`config.mk`:
```
export PLATFORM = sky130hd
export DESIGN_NAME = calendar_date_counter_unit
export DESIGN_NICKNAME = d
export VERILOG_FILES = /design/src/sv/cdc_pkg.sv /design/src/sv/cdc_in_stage.sv /design/src/sv/cdc_date_core.sv /design/src/sv/calendar_date_counter_unit.sv
export VERILOG_INCLUDE_DIRS = /design/src /design/src/sv
export SDC_FILE = /design/constraint.sdc
export NUM_CORES = 1
export LEC_CHECK = 0
export BUFFER_PORTS_ARGS = -buffer_cell sky130_fd_sc_hd__buf_2
export CORE_MARGIN = 1
export CORE_UTILIZATION = 34
export CTS_CLUSTER_DIAMETER = 200
export DETAILED_ROUTE_END_ITERATION = 8
export HOLD_SLACK_MARGIN = 0.02
export SLEW_MARGIN = 30
export SYNTH_ARGS = -nofsm -noshare
export SYNTH_HDL_FRONTEND = slang
export SYNTH_HIERARCHICAL = 1
export SYNTH_SLANG_ARGS = --single-unit
```
`constraint.sdc`:
```
create_clock -name clk -period 3.9 [get_ports clk]
set_input_delay 0.39 -clock clk [delete_from_list [all_inputs] [get_ports clk]]
set_output_delay 0.39 -clock clk [all_outputs]
set_load 0.01 [all_outputs]
```
`src/sv/assert_macros.svh`:
```
// Assertion helpers shared by the date counter modules.
// Every check is clocked on clk and held off while arst_n is low.
`ifndef ASSERT_MACROS_SVH
`define ASSERT_MACROS_SVH

// The condition holds at every clock edge.
`define CDC_ASSERT_ALWAYS(name, cond) \
	name: assert property (@(posedge clk) disable iff (!arst_n) (cond)) \
		else $error("assertion failed");

// The consequence holds in the cycle after the antecedent.
`define CDC_ASSERT_NEXT(name, ante, cons) \
	name: assert property (@(posedge clk) disable iff (!arst_n) (ante) |=> (cons)) \
		else $error("assertion failed");

`endif

```
`src/sv/cdc_pkg.sv`:
```
package cdc_pkg;

	localparam int MonthW = 4;
	localparam int DayW   = 5;
	localparam int YearW  = 16;

	typedef logic [MonthW-1:0] month_t;
	typedef logic [DayW-1:0]   day_t;
	typedef logic [YearW-1:0]  year_t;

	typedef enum logic [1:0] {
		FUNC_LOAD  = 2'd0,
		FUNC_FWD   = 2'd1,
		FUNC_BACK  = 2'd2,
		FUNC_QUERY = 2'd3
	} func_t;

	localparam month_t JAN = month_t'(1);
	localparam month_t FEB = month_t'(2);
	localparam month_t APR = month_t'(4);
	localparam month_t JUN = month_t'(6);
	localparam month_t SEP = month_t'(9);
	localparam month_t NOV = month_t'(11);
	localparam month_t DEC = month_t'(12);

	localparam day_t FIRST_DAY = day_t'(1);
	localparam day_t LEN_28    = day_t'(28);
	localparam day_t LEN_29    = day_t'(29);
	localparam day_t LEN_30    = day_t'(30);
	localparam day_t LEN_31    = day_t'(31);

	// Multiplying by the inverse of 25 modulo 2^16 maps exactly the multiples
	// of 25 onto the range 0 .. 65535/25.
	localparam year_t INV25     = year_t'(23593);
	localparam year_t DIV25_MAX = year_t'((2 ** YearW - 1) / 25);

	localparam month_t DEFAULT_MONTH = JAN;
	localparam day_t   DEFAULT_DAY   = FIRST_DAY;
	localparam year_t  DEFAULT_YEAR  = year_t'(1900);
	localparam year_t  DEFAULT_YINV  = year_t'((1900 * 23593) % (2 ** YearW));

	typedef struct packed {
		func_t  func;
		month_t month;
		day_t   day;
		year_t  year;
		year_t  yinv;
	} cmd_t;

	typedef struct packed {
		logic   load_rejected;
		day_t   month_length;
		logic   leap;
		year_t  new_year;
		day_t   new_day;
		month_t new_month;
		year_t  prev_year;
		day_t   prev_day;
		month_t prev_month;
	} result_t;

	localparam int FuncW     = 2;
	localparam int LoadW     = MonthW + DayW + YearW;
	localparam int S_TDATA_W = ((LoadW + 7) / 8) * 8;
	localparam int RESULT_W  = $bits(result_t);
	localparam int M_TDATA_W = ((RESULT_W + 7) / 8) * 8;

	// Leap when divisible by 4, and either not by 25 or also by 16.
	function automatic logic leap_f(input year_t y, input year_t yinv);
		return (y[1:0] == 2'b00) && ((yinv > DIV25_MAX) || (y[3:0] == 4'b0000));
	endfunction

	function automatic day_t days_in_f(input month_t m, input logic leap);
		day_t len;
		if (m == FEB) begin
			len = leap ? LEN_29 : LEN_28;
		end else if (m == APR || m == JUN || m == SEP || m == NOV) begin
			len = LEN_30;
		end else begin
			len = LEN_31;
		end
		return len;
	endfunction

endpackage

```
`src/sv/cdc_in_stage.sv`:
```
`include "assert_macros.svh"

module cdc_in_stage (
	input  logic            clk,
	input  logic            arst_n,
	input  logic            in_valid,
	output logic            in_ready,
	input  cdc_pkg::func_t  func,
	input  cdc_pkg::month_t load_month,
	input  cdc_pkg::day_t   load_day,
	input  cdc_pkg::year_t  load_year,
	input  logic            out_free,
	output logic            adv,
	output cdc_pkg::cmd_t   cmd_s1
);
	import cdc_pkg::*;

	logic  valid_s1;
	year_t yinv_d;

	// The load year is scaled here so the leap test later needs only a compare.
	assign yinv_d   = load_year * INV25;
	assign adv      = valid_s1 && out_free;
	assign in_ready = !valid_s1 || out_free;

	always_ff @(posedge clk or negedge arst_n) begin
		if (!arst_n) begin
			valid_s1 <= 1'b0;
		end else if (in_ready) begin
			valid_s1 <= in_valid;
		end
	end

	always_ff @(posedge clk) begin
		if (in_ready && in_valid) begin
			cmd_s1.func  <= func;
			cmd_s1.month <= load_month;
			cmd_s1.day   <= load_day;
			cmd_s1.year  <= load_year;
			cmd_s1.yinv  <= yinv_d;
		end
	end

	`CDC_ASSERT_NEXT(a_stall_holds, valid_s1 && !adv, valid_s1 && $stable(cmd_s1))

endmodule

```
`src/sv/cdc_date_core.sv`:
```
`include "assert_macros.svh"

module cdc_date_core (
	input  logic             clk,
	input  logic             arst_n,
	input  logic             adv,
	input  cdc_pkg::cmd_t    cmd_s1,
	output cdc_pkg::result_t res
);
	import cdc_pkg::*;

	month_t month_q, month_n;
	day_t   day_q, day_n;
	year_t  year_q, year_n;
	year_t  yinv_q, yinv_n;

	logic  leap_cur, leap_inc, leap_dec, leap_ld, leap_n, ld_ok, rejected;
	day_t  len_cur, len_ld;
	year_t year_inc, year_dec, yinv_inc, yinv_dec;

	assign leap_cur = leap_f(year_q, yinv_q);
	assign len_cur  = days_in_f(month_q, leap_cur);

	// The scaled year moves by the constant along with the year itself.
	assign year_inc = year_q + year_t'(1);
	assign yinv_inc = yinv_q + INV25;
	assign year_dec = year_q - year_t'(1);
	assign yinv_dec = yinv_q - INV25;
	assign leap_inc = leap_f(year_inc, yinv_inc);
	assign leap_dec = leap_f(year_dec, yinv_dec);

	assign leap_ld = leap_f(cmd_s1.year, cmd_s1.yinv);
	assign len_ld  = days_in_f(cmd_s1.month, leap_ld);
	assign ld_ok   = (cmd_s1.month >= JAN) && (cmd_s1.month <= DEC) &&
		(cmd_s1.day != '0) && (cmd_s1.day <= len_ld);

	always_comb begin
		month_n  = month_q;
		day_n    = day_q;
		year_n   = year_q;
		yinv_n   = yinv_q;
		leap_n   = leap_cur;
		rejected = 1'b0;
		unique case (cmd_s1.func)
			FUNC_LOAD: begin
				if (ld_ok) begin
					month_n = cmd_s1.month;
					day_n   = cmd_s1.day;
					year_n  = cmd_s1.year;
					yinv_n  = cmd_s1.yinv;
					leap_n  = leap_ld;
				end else begin
					month_n  = DEFAULT_MONTH;
					day_n    = DEFAULT_DAY;
					year_n   = DEFAULT_YEAR;
					yinv_n   = DEFAULT_YINV;
					leap_n   = leap_f(DEFAULT_YEAR, DEFAULT_YINV);
					rejected = 1'b1;
				end
			end
			FUNC_FWD: begin
				if (day_q >= len_cur) begin
					day_n = FIRST_DAY;
					if (month_q >= DEC) begin
						month_n = JAN;
						year_n  = year_inc;
						yinv_n  = yinv_inc;
						leap_n  = leap_inc;
					end else begin
						month_n = month_q + month_t'(1);
					end
				end else begin
					day_n = day_q + day_t'(1);
				end
			end
			FUNC_BACK: begin
				if (day_q <= FIRST_DAY) begin
					if (month_q <= JAN) begin
						month_n = DEC;
						day_n   = LEN_31;
						year_n  = year_dec;
						yinv_n  = yinv_dec;
						leap_n  = leap_dec;
					end else begin
						month_n = month_q - month_t'(1);
						day_n   = days_in_f(month_n, leap_cur);
					end
				end else begin
					day_n = day_q - day_t'(1);
				end
			end
			FUNC_QUERY: begin
			end
			default: begin
			end
		endcase
	end

	always_comb begin
		res.prev_month    = month_q;
		res.prev_day      = day_q;
		res.prev_year     = year_q;
		res.new_month     = month_n;
		res.new_day       = day_n;
		res.new_year      = year_n;
		res.leap          = leap_n;
		res.month_length  = days_in_f(month_n, leap_n);
		res.load_rejected = rejected;
	end

	always_ff @(posedge clk or negedge arst_n) begin
		if (!arst_n) begin
			month_q <= DEFAULT_MONTH;
			day_q   <= DEFAULT_DAY;
			year_q  <= DEFAULT_YEAR;
			yinv_q  <= DEFAULT_YINV;
		end else if (adv) begin
			month_q <= month_n;
			day_q   <= day_n;
			year_q  <= year_n;
			yinv_q  <= yinv_n;
		end
	end

	`CDC_ASSERT_ALWAYS(a_month_range, month_q >= JAN && month_q <= DEC)
	`CDC_ASSERT_ALWAYS(a_day_range, day_q != '0 && day_q <= len_cur)
	`CDC_ASSERT_ALWAYS(a_yinv_track, yinv_q == YearW'(year_q * INV25))

endmodule

```
`src/sv/calendar_date_counter_unit.sv`:
```
// Path: a command beat accepted on the input is registered in the input stage (cmd_s1),
// then goes through the date core into the result register (res_s2) on the result bus.
// Throughput: one command per cycle unless m_axis_tready holds back the result;
// the date registers close their update loop through combinational next-state logic,
// and while the result register waits on m_axis_tready an empty input stage takes a beat.
// Reset: arst_n clears both stages and sets the held date to 1/1/1900.
`include "assert_macros.svh"

module calendar_date_counter_unit (
	input  logic                           clk,
	input  logic                           arst_n,
	input  logic                           s_axis_tvalid,
	output logic                           s_axis_tready,
	// load_month, load_day, load_year, zero fill
	input  logic [cdc_pkg::S_TDATA_W-1:0]  s_axis_tdata,
	// func
	input  logic [cdc_pkg::FuncW-1:0]      s_axis_tuser,
	output logic                           m_axis_tvalid,
	input  logic                           m_axis_tready,
	// prev_month, prev_day, prev_year, new_month, new_day, new_year, leap,
	// month_length, load_rejected, zero fill
	output logic [cdc_pkg::M_TDATA_W-1:0]  m_axis_tdata
);
	import cdc_pkg::*;

	logic    adv, out_free, valid_s2;
	cmd_t    cmd_s1;
	result_t res, res_s2;

	assign out_free = !valid_s2 || m_axis_tready;

	cdc_in_stage u_in (
		.clk        (clk),
		.arst_n     (arst_n),
		.in_valid   (s_axis_tvalid),
		.in_ready   (s_axis_tready),
		.func       (func_t'(s_axis_tuser)),
		.load_month (s_axis_tdata[MonthW-1:0]),
		.load_day   (s_axis_tdata[MonthW+DayW-1:MonthW]),
		.load_year  (s_axis_tdata[LoadW-1:MonthW+DayW]),
		.out_free   (out_free),
		.adv        (adv),
		.cmd_s1     (cmd_s1)
	);

	cdc_date_core u_core (
		.clk    (clk),
		.arst_n (arst_n),
		.adv    (adv),
		.cmd_s1 (cmd_s1),
		.res    (res)
	);

	always_ff @(posedge clk or negedge arst_n) begin
		if (!arst_n) begin
			valid_s2 <= 1'b0;
		end else if (adv) begin
			valid_s2 <= 1'b1;
		end else if (m_axis_tready) begin
			valid_s2 <= 1'b0;
		end
	end

	always_ff @(posedge clk) begin
		if (adv) begin
			res_s2 <= res;
		end
	end

	assign m_axis_tvalid = valid_s2;
	// The result struct is declared with its first field in the highest bits.
	assign m_axis_tdata  = {{(M_TDATA_W - RESULT_W){1'b0}}, res_s2};

	`CDC_ASSERT_NEXT(a_adv_shows, adv, m_axis_tvalid)
	`CDC_ASSERT_ALWAYS(a_out_day_fits, !valid_s2 || res_s2.new_day <= res_s2.month_length)

endmodule
```
# Word-level counts from Yosys, hierarchy flattened
# Cells that the tools add are included.
# op_classes
n_addsub	8
n_lt_le_gt_ge	11
n_eq_ne	26
div_mod_pow	0
reduce_logical	42
mul	1
muxes	43
n_shift	0
n_bitwise	0
# ops
op	count
2-to-1 mux 16 bit	10
case mux 16 bit (3 select lines)	2
greater-than comparator 16 x 12 -> 1 bit (second input constant)	4
2-to-1 mux 5 bit	8
equality test 4 x 3 -> 1 bit (second input constant)	8
equality test 4 bit (second input constant)	8
2-to-1 mux 4 bit	5
logical OR 1 bit	18
adder 16 x 1 -> 16 bit (second input constant)	1
adder 16 x 15 -> 16 bit (second input constant)	1
equality test 4 x 2 -> 1 bit (second input constant)	4
zero test 4 bit	4
multiplier 16 x 15 -> 16 bit (second input constant)	1
subtractor 16 x 1 -> 16 bit (second input constant)	1
subtractor 16 x 15 -> 16 bit (second input constant)	1
2-to-1 mux 1 bit	15
case mux 5 bit (3 select lines)	1
case mux 4 bit (3 select lines)	1
zero test 2 bit	5
logical AND 1 bit	9
!= test 2 x 1 -> 1 bit (second input constant)	4
AND reduction 6 bit	1
adder 5 x 1 -> 5 bit (second input constant)	1
>= comparator 5 bit	1
16 further kinds	17
# totals
latch_bits	0
in_bits	38
rom_bits	0
mem_bits_rw	0
regBits	143
n_memories	0

# Logic depth before layout (Yosys ltp)
# Gate-level depths: netlist (run 1).
# depth
ltp_word	16
mapped_depth	16
ltp_nobuf	16

# Hierarchy
# The synthesis (run 1) kept the hierarchy.
# modules_own_cells
mod	cells_per_inst	seq_area_each_um2	instances	area_each_um2
cdc_date_core	697	1041.0	1	5263.8
cdc_in_stage	207	1226.2	1	2835.2
calendar_date_counter_unit	68	1736.7	1	1815.5

# Worst setup path after synthesis (run 1)
# No wires, ideal clock.
# synth_path
kind	input -> register
startpoint	in s_axis_tdata[11] in the netlist's numbering
endpoint	reg u_in/cmd_s1[15] (netlist name)
n_path_buf	0
setup_ps	264
t_arrival_ps	3526
required_ps	3636
stages	13
path_slack_ps	109
cell_sequence	ha_1 > ha_1 > inv_1 > fa_1 > fa_1 > inv_1 > fa_1 > ha_1 > ha_1 > o21ai_0 > nand2b_1 > o41ai_2 > xnor2_1
# synth_via
elab_chain_len	1
# synth_rtl
item	line	source
start, declared	calendar_date_counter_unit.sv:15	input logic [cdc_pkg::S_TDATA_W-1:0] s_axis_tdata,
multiplier 16 x 15 -> 16 bit	cdc_in_stage.sv:22	assign yinv_d = load_year * INV25;
net u_in.yinv_d[15]	cdc_in_stage.sv:19	year_t yinv_d;
# The timed path passes the listed nets, and every way through them passes these cells.
# A chain may end at the register's enable or synchronous reset.

==> results of run 1 <==
path summary, 6_finish.rpt:
kind                                          to               from  depth (start not counted)  slack (ns)
max in group asynchronous       u_core/year_q[3]             arst_n                          3        2.51
worst max-delay path            m_axis_tdata[35]     u_in/cmd_s1[5]                         14        0.14
worst min-delay path             u_in/cmd_s1[42]    s_axis_tuser[1]                          1        0.14
worst max register to register  m_axis_tdata[35]     u_in/cmd_s1[5]                         14        0.14
min in group asynchronous       u_core/yinv_q[7]             arst_n                          2        0.55
worst min register to register  m_axis_tdata[24]  u_core/year_q[15]                          0        0.46
power by group:
group / leakage [nW] / internal, mW / switching (mW)
logic: 3.31 / 1.60 / 2.04
clock network: 0.288 / 0.915 / 0.729
registers: 1.44 / 2.07 / 0.276
total: 5.03 / 4.58 / 3.04
layout by cell type, fill, tap and decap left out, types with 11 or more instances in the layout:
master     instances
nand2_1           72
o21ai_0           45
a21oi_1           52
dfrtp_1           31
buf_2             89
buf_4            103
a22oi_1           22
dfstp_2           12
edfxtp_1          97
nand3_1           29
nor3_1            21
xnor2_1           62
ha_1              85
o21ai_1           11
xor2_1            14
clkbuf_16         17
nor2_1            48
inv_1             77
fa_1              18
cells by family after synthesis:
logic type | count (synthesis) | share of synthesized area (%)
AO/OA/AOI/OAI | 248 | 17.7
XOR/XNOR | 76 | 6.71
adder cells (fa/ha/maj) | 104 | 14.5
buffers and inverters | 148 | 6.60
flip-flops | 140 | 40.4
multiplexers | 9 | 1.01
other | 2 | 0.0757
AND/OR/NAND/NOR | 245 | 13.0
metrics by stage:
stage / cell area (um^2) / power (mW)
CTS: 11900 / 7.57
detailed placement: 11300 / 5.87
global placement: 11300 / 5.83
finish: 12100 / 7.63
global route: 12100 / 8.13
floorplan: 9940 / 4.74
worst max-delay path, stage by stage (launching register included):
cell,delay [ns]
edfxtp_1,0.43
nand3_1,0.09
o21ai_0,0.14
a211oi_1,0.09
or4_4,0.53
a21oi_1,0.17
nor3_1,0.06
a31oi_1,0.19
ha_1,0.29
a221oi_4,0.40
nor4_4,0.14
buf_4,0.18
buf_4,0.13
a221o_1,0.38
mux2_2,0.28
area by class of cell:
type / count / area [um^2]
fill: 2825 / 16600
multi-input combinational: 692 / 5420
sequential: 140 / 4000
timing repair buffer: 194 / 1250
tap: 384 / 480
clock buffer: 17 / 425
inverter: 81 / 304
clock inverter: 15 / 170
routing by layer:
layer	track usage, %	up-vias
li1	-	3840
met2	27.9	296
met4	5.35	0
met3	3.01	24
met1	24.6	3860
met5	0	-
state kept, by name, summed over array words and instances, names as in the netlist:
name            count
u_in/cmd_s1        40
m_axis_tdata       57
m_axis_tvalid       1
u_core/year_q      16
u_core/yinv_q      16
u_core/day_q        5
u_in/valid_s1       1
u_core/month_q      4
timing repair:
action | in CTS | in global routing
endpoints found under the setup margin | 17 | 34
hold buffers | 1 | 0
endpoints found under the hold margin | 8 | 0
setup buffers | 0 | 2
gates resized for setup | 5 | 19
pin swaps | 0 | 7
==> flow_metrics.tcl, run 1 <==
set metrics [dict create \
    status "finished, final reports clean" \
    setup.worst_path.end_class "flip-flop" \
    vdd_drop_max_mv 0.375 \
    holdCritPathClass "primary input to flip-flop" \
    rsz0062_at_grt "true" \
    clock_path_buffers 2 \
    skew_ns 0.0109 \
    cts_tree "built" \
    wire_per_inst_um 17.3 \
    dr.pass1.iters 8 \
    wl_met3_mm 1.65 \
    synth_top_area_cell "edfxtp_1" \
    synth-edff-count 97 \
    finalWirelength_mm 26.3 \
    synth.cells.most_frequent "97 x edfxtp_1, 86 x ha_1, 77 x inv_1" \
    final.period_utilization_pct 96.3 \
    rows 62 \
    start_util_pct 34.5 \
    gr-total-overflow 0 \
    fin_cells 1523 \
    diodes 0 \
    pin_count 104 \
    synth_async_sr_flop_share_pct 30.7 \
    cts_buffers 17 \
    grt_usage_pct 17.7 \
    topRoutingLayerUsed "met4" \
    synthCells 972 \
    postSynthAreaPerCell_um2 10.2 \
    ys_ff_latch 140 \
    hold_viol_final 0 \
    slew_violations 0 \
    die_area_um2 29800 \
    synth_most_common_cell "edfxtp_1" \
    dr_total_vias 8020 \
    worstPathArrival_ns 3.93 \
    slew_headroom_pct 39.3 \
    die_h_um 173 \
    drive_gt1_share_pct 26.5 \
    root_buffer "clkbuf_16" \
    ant_nets 0 \
    syn_to_final_growth_pct 21.6 \
    cts.clk_slew.worst_paths_ns 0.07 \
    dp_hpwl_mm 18.9 \
    dpl.cell_count 1488 \
    fin_tns_setup_ns 0 \
    yosysTopAreaCellShare_pct 29.4 \
    antenna_found_initial 0 \
    clock-sinks 140 \
    first_iter_violations 619 \
    grt_start_max_net_pins 72 \
    wl_met2_mm 12.1 \
    worst_slew_pin_slew_ns 0.910 \
    drv_cap 0 \
    nets 1268 \
    cp_max_fo 5 \
    pre_cts_ws_ns -0.183 \
    power_density_nw_per_um2 633 \
    synth_cell_types 93 \
    drc 0 \
    synth.cell_area_um2 9910 \
    htree_num_levels 4 \
    max_freq_ghz 0.266 \
    setup_viol 0 \
    finalCriticalPeriod_ns 3.76 \
    m1WireLength_mm 12.2 \
    port-buffer-count 89 \
    first_global_vias 7604 \
    post-route-util_pct 42.0 \
    core_um2 28700 \
    worstPathRequired_ns 4.07 \
    synth_seq_area_share_pct 40.4 \
    hold_slack_ns 0.141 \
    vias_per_cell 5.27 \
    routabilityCongestion 0.916 \
    crit_type "flip-flop to flip-flop" \
    synth_warnings 6 \
    clkLatencyLatePin_ns 0.43 \
    start_kind "flip-flop" \
    fin_ws_ns 0.143 \
    synth_area_leaders "edfxtp_1 29%, ha_1 11%, dfrtp_1 7.8%" \
    die_w_um 173 \
    grt_pass1_wl_mm 41.5 \
    power.leakage_nw 5.03 \
    synth_top_flop_cell "edfxtp_1" \
]
Note: power is estimated with default switching activity, not from simulation.
==> run 2, diff against run 1 <==
- ABC_AREA: default -> 1
- SETUP_SLACK_MARGIN: default -> 0.5
==> flow_metrics.tcl, run 2 <==
set metrics [dict create \
    setup_viol 0 \
    die_w_um 176 \
    dr_total_vias 9136 \
    cp_max_fo 4 \
    nets 1539 \
    fin_ws_ns 0.352 \
    synth_top_area_cell "edfxtp_1" \
    slew_headroom_pct 39.6 \
    m1WireLength_mm 13.5 \
    yosysTopAreaCellShare_pct 28.1 \
    die_h_um 176 \
    drc 0 \
    routabilityCongestion 0.911 \
    synth_seq_area_share_pct 38.7 \
    rsz0062_at_grt "true" \
    drv_cap 0 \
    fillers 2943 \
    final_area_um2 12800 \
    synth_warnings 6 \
    grt_pass1_wl_mm 44.3 \
    first_iter_violations 852 \
    synth.cell_area_um2 10400 \
    start_kind "primary input" \
    wl_met2_mm 12.9 \
    finalCriticalPeriod_ns 3.55 \
    skew_ns 0.0156 \
    port-buffer-count 89 \
    syn_to_final_growth_pct 23.5 \
    clock_path_buffers 2 \
    vias_per_cell 5.08 \
    ff_latch_area_um2 4010 \
    diodes 0 \
    wl_met3_mm 1.92 \
    topRoutingLayerUsed "met4" \
    antenna_found_initial 0 \
    grt_start_max_net_pins 72 \
    gr-total-overflow 0 \
    synth_most_common_cell "nand2_1" \
    cts_tree "built" \
    ant_nets 0 \
    clock-sinks 140 \
    synth_cell_types 60 \
    postSynthAreaPerCell_um2 8.26 \
    hold_viol_final 0 \
    worstPathArrival_ns 3.72 \
    die_area_um2 31200 \
    pin_count 104 \
    holdCritPathClass "primary input to flip-flop" \
    synth_area_leaders "edfxtp_1 28%, ha_1 10%, nand2_1 9.5%" \
    pre_cts_ws_ns -0.0979 \
    dp_hpwl_mm 20.8 \
    crit_type "primary input to flip-flop" \
    power_density_nw_per_um2 605 \
    worstPathRequired_ns 4.08 \
    cts.clk_slew.worst_paths_ns 0.07 \
    post-route-util_pct 42.9 \
    grt_usage_pct 18.3 \
    root_buffer "clkbuf_16" \
    cts_buffers 17 \
    status "finished, final reports clean" \
    multi_input_area_um2 5820 \
    synthCells 1253 \
    synth_async_sr_flop_share_pct 30.7 \
    finalPower_mw 7.74 \
    hold_slack_ns 0.144 \
    fin_cells 1800 \
    core_um2 29800 \
    finalWirelength_mm 28.8 \
    post_dp_cell_area_um2 11600 \
    start_util_pct 34.7 \
    worst_slew_pin_slew_ns 0.906 \
    clkLatencyLatePin_ns 0.43 \
    max_freq_ghz 0.282 \
    dpl.cell_count 1742 \
    final.period_utilization_pct 91.0 \
    slew_violations 0 \
    final_cell_mix "254 x nand2_1, 156 x inv_1, 97 x edfxtp_1, 85 x buf_2, 83 x nor2_1" \
    setup.worst_path.end_class "flip-flop" \
    synth.cells.most_frequent "262 x nand2_1, 178 x inv_1, 97 x edfxtp_1" \
    power.leakage_nw 5.84 \
    synth_top_flop_cell "edfxtp_1" \
    layout_commonest_cell "nand2_1" \
    rows 63 \
    largest_register_ffs 57 \
    synth-edff-count 97 \
    dr.pass1.iters 8 \
    drive_gt1_share_pct 26.0 \
    fin_tns_setup_ns 0 \
    vdd_drop_max_mv 0.377 \
    ys_ff_latch 140 \
    wire_per_inst_um 16.0 \
    first_global_vias 8170 \
    htree_num_levels 4 \
]
run 2: changes by cell type after synthesis, moves of 10 or more:
cell	before	now
xnor2_1	62	4
nand3_1	29	87
nand2_1	72	262
o21ai_1	8	18
o21ai_0	48	64
inv_1	77	178
inv_2	1	11
nand4_1	6	20
nor2_1	48	87
a22oi_1	24	10
run 2: layer usage:
| layer | vias up | GRT usage (%) |
|---|---|---|
| met4 | 0 | 4.20 |
| met2 | 338 | 28.5 |
| met5 | - | 0 |
| met1 | 4311 | 26.5 |
| li1 | 4457 | - |
| met3 | 30 | 2.61 |
run 2: cell families after synthesis:
group	synth area share, %
AO/OA/AOI/OAI	12.2
XOR/XNOR	2.03
adder cells (fa/ha/maj)	13.9
buffers and inverters	10.3
flip-flops	38.7
other	0.0725
AND/OR/NAND/NOR	22.8
run 2: power by group:
part           internal [mW]  switching (mW)
logic                   1.54            2.23
clock network          0.840           0.715
registers               2.06           0.352
total                   4.44            3.30
run 2: path summary, 6_finish.rpt:
check / depth (start not counted) / end / slack, ns / start
setup / recovery: 18 / u_in/cmd_s1[15] / 0.35 / s_axis_tdata[17]
hold / removal: 1 / u_in/cmd_s1[34] / 0.14 / s_axis_tdata[6]
setup reg to reg: 22 / m_axis_tdata[43] / 0.47 / u_core/yinv_q[14]
hold reg to reg: 2 / m_axis_tvalid / 0.51 / m_axis_tvalid
max in group asynchronous: 3 / u_core/year_q[3] / 2.70 / arst_n
min in group asynchronous: 2 / u_core/yinv_q[4] / 0.38 / arst_n
run 2: worst max-delay path, stage by stage:
cell and delay (ns):
buf_8 0.10, ha_4 0.25, inv_2 0.03, fa_1 0.51
inv_2 0.05, ha_4 0.25, inv_2 0.03, fa_1 0.51
inv_2 0.04, fa_2 0.55, ha_4 0.21, ha_4 0.29
nand2_2 0.06, o21ai_2 0.12, a31oi_2 0.06, buf_4 0.15
nand3_2 0.06, nand2_1 0.05
run 2: repair_timing:
action                     CTS  global route
hold buffers                 1             0
gates cloned                 0             2
setup buffers                5            18
setup endpoints to repair   41            63
pin swaps                   12            54
gates resized for setup     24            88
hold endpoints to repair     7             0
run 2: layout make-up:
cell class | count | share of cell area [%]
well taps | 390 | 3.82
flip-flops and latches | 140 | 31.4
clock buffers | 18 | 3.36
repair buffers | 173 | 9.12
inverters | 194 | 5.83
multi-input cells | 871 | 45.5
clock inverters | 14 | 1.03
